`config.mk`:
```
export PLATFORM = sky130hd
export DESIGN_NAME = ttu_ctrl
export DESIGN_NICKNAME = d
export VERILOG_FILES = /design/src/design/ttu_pkg.sv /design/src/design/ttu_ctrl.sv
export VERILOG_INCLUDE_DIRS = /design/src /design/src/design
export SDC_FILE = /design/constraint.sdc
export NUM_CORES = 1
export LEC_CHECK = 0
export ABC_CLOCK_PERIOD_IN_PS = 2300
export BUFFER_PORTS_ARGS = -buffer_cell sky130_fd_sc_hd__clkbuf_2
export CORE_AREA = 2 2 39 41
export CTS_CLUSTER_DIAMETER = 60
export DETAILED_ROUTE_END_ITERATION = 10
export DIE_AREA = 0 0 41 43
export PLACE_DENSITY = 0.33
export SKIP_CTS_REPAIR_TIMING = 1
export SYNTH_ARGS = -nofsm -noshare
export SYNTH_HDL_FRONTEND = slang
export SYNTH_SLANG_ARGS = --single-unit
```
`constraint.sdc`:
```
create_clock -name clk -period 2.3 [get_ports clk]
set_input_delay 0.23 -clock clk [delete_from_list [all_inputs] [get_ports clk]]
set_output_delay 0.23 -clock clk [all_outputs]
set_load 0.02 [all_outputs]
```
`src/design/assert_macros.svh`:
```
// Assertion macros shared by the transposition table modules.
`ifndef ASSERT_MACROS_SVH
`define ASSERT_MACROS_SVH

// A property that must hold at every clock edge outside reset.
`define TTU_ASSERT(lbl, prop, msg) \
    lbl: assert property (@(posedge clk) disable iff (!rst_n) (prop)) else $error(msg);

// An implication checked non-overlapping: the consequent follows its antecedent.
`define TTU_ASSERT_NEXT(lbl, ante, cons, msg) \
    lbl: assert property (@(posedge clk) disable iff (!rst_n) (ante) |=> (cons)) else $error(msg);

`endif

```
`src/design/ttu_pkg.sv`:
```
// Types, constants and register codes shared by the transposition table modules.
`timescale 1ns / 1ps

package ttu_pkg;

    localparam int unsigned TABLE_ENTRIES_DEF = 4096;

    localparam logic [14:0] MATE_SCORE_RST = 15'd20000;
    localparam logic [30:0] GENERATION_RST = 31'd0;

    // Command codes.
    localparam logic CMD_PROBE = 1'b0;
    localparam logic CMD_STORE = 1'b1;

    // Bound kinds.
    localparam logic [1:0] KIND_EXACT = 2'd0;
    localparam logic [1:0] KIND_UPPER = 2'd1;
    localparam logic [1:0] KIND_LOWER = 2'd2;

    // Configuration register indexes (byte address is four times the index).
    localparam logic REG_MATE_SCORE = 1'b0;
    localparam logic REG_GENERATION = 1'b1;

    typedef struct packed {
        logic               command;
        logic [63:0]        key;
        logic signed [15:0] alpha;
        logic signed [15:0] beta;
        logic signed [7:0]  search_depth;
        logic signed [15:0] score;
        logic [31:0]        move_word;
        logic [1:0]         bound_kind;
        logic               time_up;
    } item_t;

    typedef struct packed {
        logic               value_hit;
        logic signed [15:0] value_out;
        logic [31:0]        best_move_out;
        logic               written;
    } result_t;

    typedef struct packed {
        logic [63:0]        key;
        logic [6:0]         depth;
        logic [31:0]        stamp;
        logic signed [15:0] value;
        logic [31:0]        move;
        logic [1:0]         kind;
    } entry_t;

    typedef struct packed {
        logic clear_step;
        logic load;
        logic read;
        logic commit;
    } ttu_cmd_t;

    typedef struct packed {
        logic clear_last;
        logic out_blocked;
    } ttu_status_t;

endpackage

```
`src/design/ttu_ctrl.sv`:
```
// Controller state machine that sequences clearing, read and evaluation.
`timescale 1ns / 1ps
`include "assert_macros.svh"

module ttu_ctrl
    import ttu_pkg::*;
#(
    parameter int unsigned TABLE_ENTRIES = TABLE_ENTRIES_DEF
)
(
    input  logic        clk,
    input  logic        rst_n,
    input  logic        item_valid,
    output logic        item_stall,
    input  ttu_status_t status,
    output ttu_cmd_t    cmd
);

    typedef enum logic [2:0] {
        S_CLEAR,
        S_IDLE,
        S_READ,
        S_EVAL
    } state_t;

    state_t state_reg, state_next;
    logic   stall_reg;

    always_comb
    begin
        state_next = state_reg;
        unique case (state_reg)
            S_CLEAR:
            begin
                if (status.clear_last)
                    state_next = S_IDLE;
            end
            S_IDLE:
            begin
                if (item_valid)
                    state_next = S_READ;
            end
            S_READ:
                state_next = S_EVAL;
            S_EVAL:
            begin
                if (!status.out_blocked)
                    state_next = S_IDLE;
            end
            default:
                state_next = S_CLEAR;
        endcase
    end

    always_ff @(posedge clk or negedge rst_n)
    begin
        if (!rst_n)
        begin
            state_reg <= S_CLEAR;
            stall_reg <= 1'b1;
        end
        else
        begin
            state_reg <= state_next;
            stall_reg <= (state_next != S_IDLE);
        end
    end

    always_comb
    begin
        cmd            = '0;
        cmd.clear_step = (state_reg == S_CLEAR);
        cmd.load       = (state_reg == S_IDLE) && item_valid;
        cmd.read       = (state_reg == S_READ);
        cmd.commit     = (state_reg == S_EVAL) && !status.out_blocked;
    end

    assign item_stall = stall_reg;

    `TTU_ASSERT(a_stall_tracks_idle, stall_reg == (state_reg != S_IDLE), "stall out of step with state")
    `TTU_ASSERT_NEXT(a_read_then_eval, cmd.read, state_reg == S_EVAL, "read not followed by evaluation")

endmodule

```
==> flow_metrics.env <==
export IMPL_drt_vias_per_instance=3.47
export IMPL_syn_area_per_cell_um2=9.55
export IMPL_worstPathRequired_ns=2.07
export IMPL_clock_sinks=4
export IMPL_die_w_um=41
export IMPL_synthTopCellsByArea="dfrtp_1 (41%), dfstp_2 (14%), nand2b_1 (6.9%)"
export IMPL_synth_edf_count=0
export IMPL_firstDrtPassIters=2
export IMPL_port_buffer_count=9
export IMPL_clk_latency_ns=0.24
export IMPL_synth_seq_cells=4
export IMPL_final_net_count=39
export IMPL_placementRows=14
export IMPL_grt_pass1_wl_um=579
export IMPL_yosysWarnings=0
export IMPL_start_util_pct=13.1
export IMPL_netlist_area_leader_share_pct=41.4
export IMPL_leakagePower_nw=0.135
export IMPL_routabilityCongestion=0.521
export IMPL_dpl_cell_area_um2=246
export IMPL_synth_common_cells="dfrtp_1 (3), nor2_1 (3), nand2_1 (2), nand2b_1 (2), nor3_1 (2)"
export IMPL_irDropWorstVdd_v=0.000201
export IMPL_async_flop_share_pct=100
export IMPL_cp_arrival_ns=1.11
export IMPL_fillers=156
export IMPL_cts_buffers=3
export IMPL_yosysUniqueCellTypes=12
export IMPL_track_usage_pct=5.66
export IMPL_drc=0
export IMPL_clock_path_buffers=2
export IMPL_stdcell_area_um2=283
export IMPL_crit_fanout=6
export IMPL_rsz0062_at_grt="false"
export IMPL_startpoint_type="register"
export IMPL_synth_ff_type="dfrtp_1"
export IMPL_largest_register_ffs=3
export IMPL_finalCritPeriodShare_pct=58.3
export IMPL_synth_cell_area_um2=181
export IMPL_cp_end_kind="primary output"
export IMPL_first_global_vias=150
export IMPL_grt_max_degree=8
export IMPL_status="completed"
export IMPL_antenna_found_initial=0
export IMPL_ys_seq_area_share_pct=55.9
export IMPL_hold_class="input port to async pin"
export IMPL_fmax_mhz=746
export IMPL_cts_tree="done"
export IMPL_core_area_um2=1380
export IMPL_ios=10
export IMPL_p_per_area_nw_per_um2=754
export IMPL_fin_skew_ns=0.00201
export IMPL_gr_total_overflow=0
export IMPL_area_growth_pct=55.9
export IMPL_diodes=0
export IMPL_finalHoldViolCount=0
export IMPL_yosysTopAreaCell="dfrtp_1"
export IMPL_drt_wirelength_per_cell_um=8.61
export IMPL_drive_above_1_share_pct=42.4
export IMPL_die_h_um=43
export IMPL_wl_um=422
export IMPL_cts_root_buf="clkbuf_4"
export IMPL_dieArea_um2=1760
export IMPL_worstSetupPathType="register to primary output"
export IMPL_h_tree_depth=1
export IMPL_detail_route_iter0_violations=1
export IMPL_setup_viol=0
export IMPL_synthCells=19
export IMPL_r2r_cells=3
export IMPL_cap_violations=0
export IMPL_fin_setup_tns_ns=0
export IMPL_drv_slew=0
export IMPL_drtAntennaViolNets=0
export IMPL_clk_pin_slew_ns=0.04
export IMPL_fin_crit_ns=1.34
export IMPL_vias=170
export IMPL_syn_num_nets=24
area by class of cell:
type / instances / area [um2] / share of cell area [%]
Multi-Input combinational cell: 15 / 80.1 / 28.3
Sequential cell: 4 / 101 / 35.8
Tap cell: 16 / 20.0 / 7.08
Timing Repair Buffer: 10 / 55.1 / 19.5
Clock buffer: 4 / 26.3 / 9.29
critical path: stages (launching register included):
cell and delay [ns]:
dfrtp_1 0.41, nand2b_1 0.17, nor2_1 0.11, clkbuf_2 0.17
cell families (layout without fill, tap and decap cells):
kind of cell	after synthesis	count (layout)	synth area share (%)
AO/OA/AOI/OAI	3	3	12.4
buffers and inverters	0	14	0
flip-flops	4	4	55.9
other	1	1	2.07
AND/OR/NAND/NOR	11	11	29.7
through the flow:
step | setup slack [ns] | total power [mW] | std cells | utilization (%) | hold slack, ns
CTS | 0.952 | 0.217 | 48 | 19.7 | -0.217
detailed placement | 1.22 | 0.114 | 44 | 17.8 | 0.0425
global placement | 1.22 | 0.114 | 44 | 17.8 | 0.0376
floorplan | 1.13 | 0.102 | 19 | - | -0.0656
finish | 0.960 | 0.213 | 49 | 20.4 | 0.327
global route | 0.877 | 0.226 | 49 | 20.4 | 0.336
placed cells by master, fill, tap and decap left out:
cell type	synthesis	layout
a211o_1	1	1
a21oi_1	1	1
a21oi_2	1	1
clkbuf_1	0	1
clkbuf_2	0	9
clkbuf_4	0	3
conb_1	1	1
dfrtp_1	3	3
dfstp_2	1	1
dlygate4sd3_1	0	1
nand2_1	2	2
nand2b_1	2	2
nor2_1	3	3
nor3_1	2	2
or2_0	1	1
or2_1	1	1
path summary, 6_finish.rpt:
check,slack [ns],to,from
worst max-delay path,0.96,cmd[0],state_reg[2]
worst min-delay path,0.33,state_reg[0],rst_n
worst max register to register,1.30,item_stall,state_reg[0]
worst min register to register,0.52,state_reg[0],state_reg[2]
max in group asynchronous,1.77,item_stall,rst_n
min in group clk,0.37,state_reg[0],status[1]
where the power goes:
group          internal (mW)  switching (mW)
Sequential            0.0776         0.00620
Clock                 0.0654          0.0332
Combinational         0.0133          0.0173
layer usage:
metal / wire length (um) / track usage [%] / vias up
met4: 0 / 8.00 / 0
met1: 220 / 6.89 / 70
li1: - / - / 90
met5: 0 / 0 / -
met2: 138 / 5.31 / 10
met3: 64 / 3.14 / 0
No activity file was read; power rests on OpenSTA's default activity.
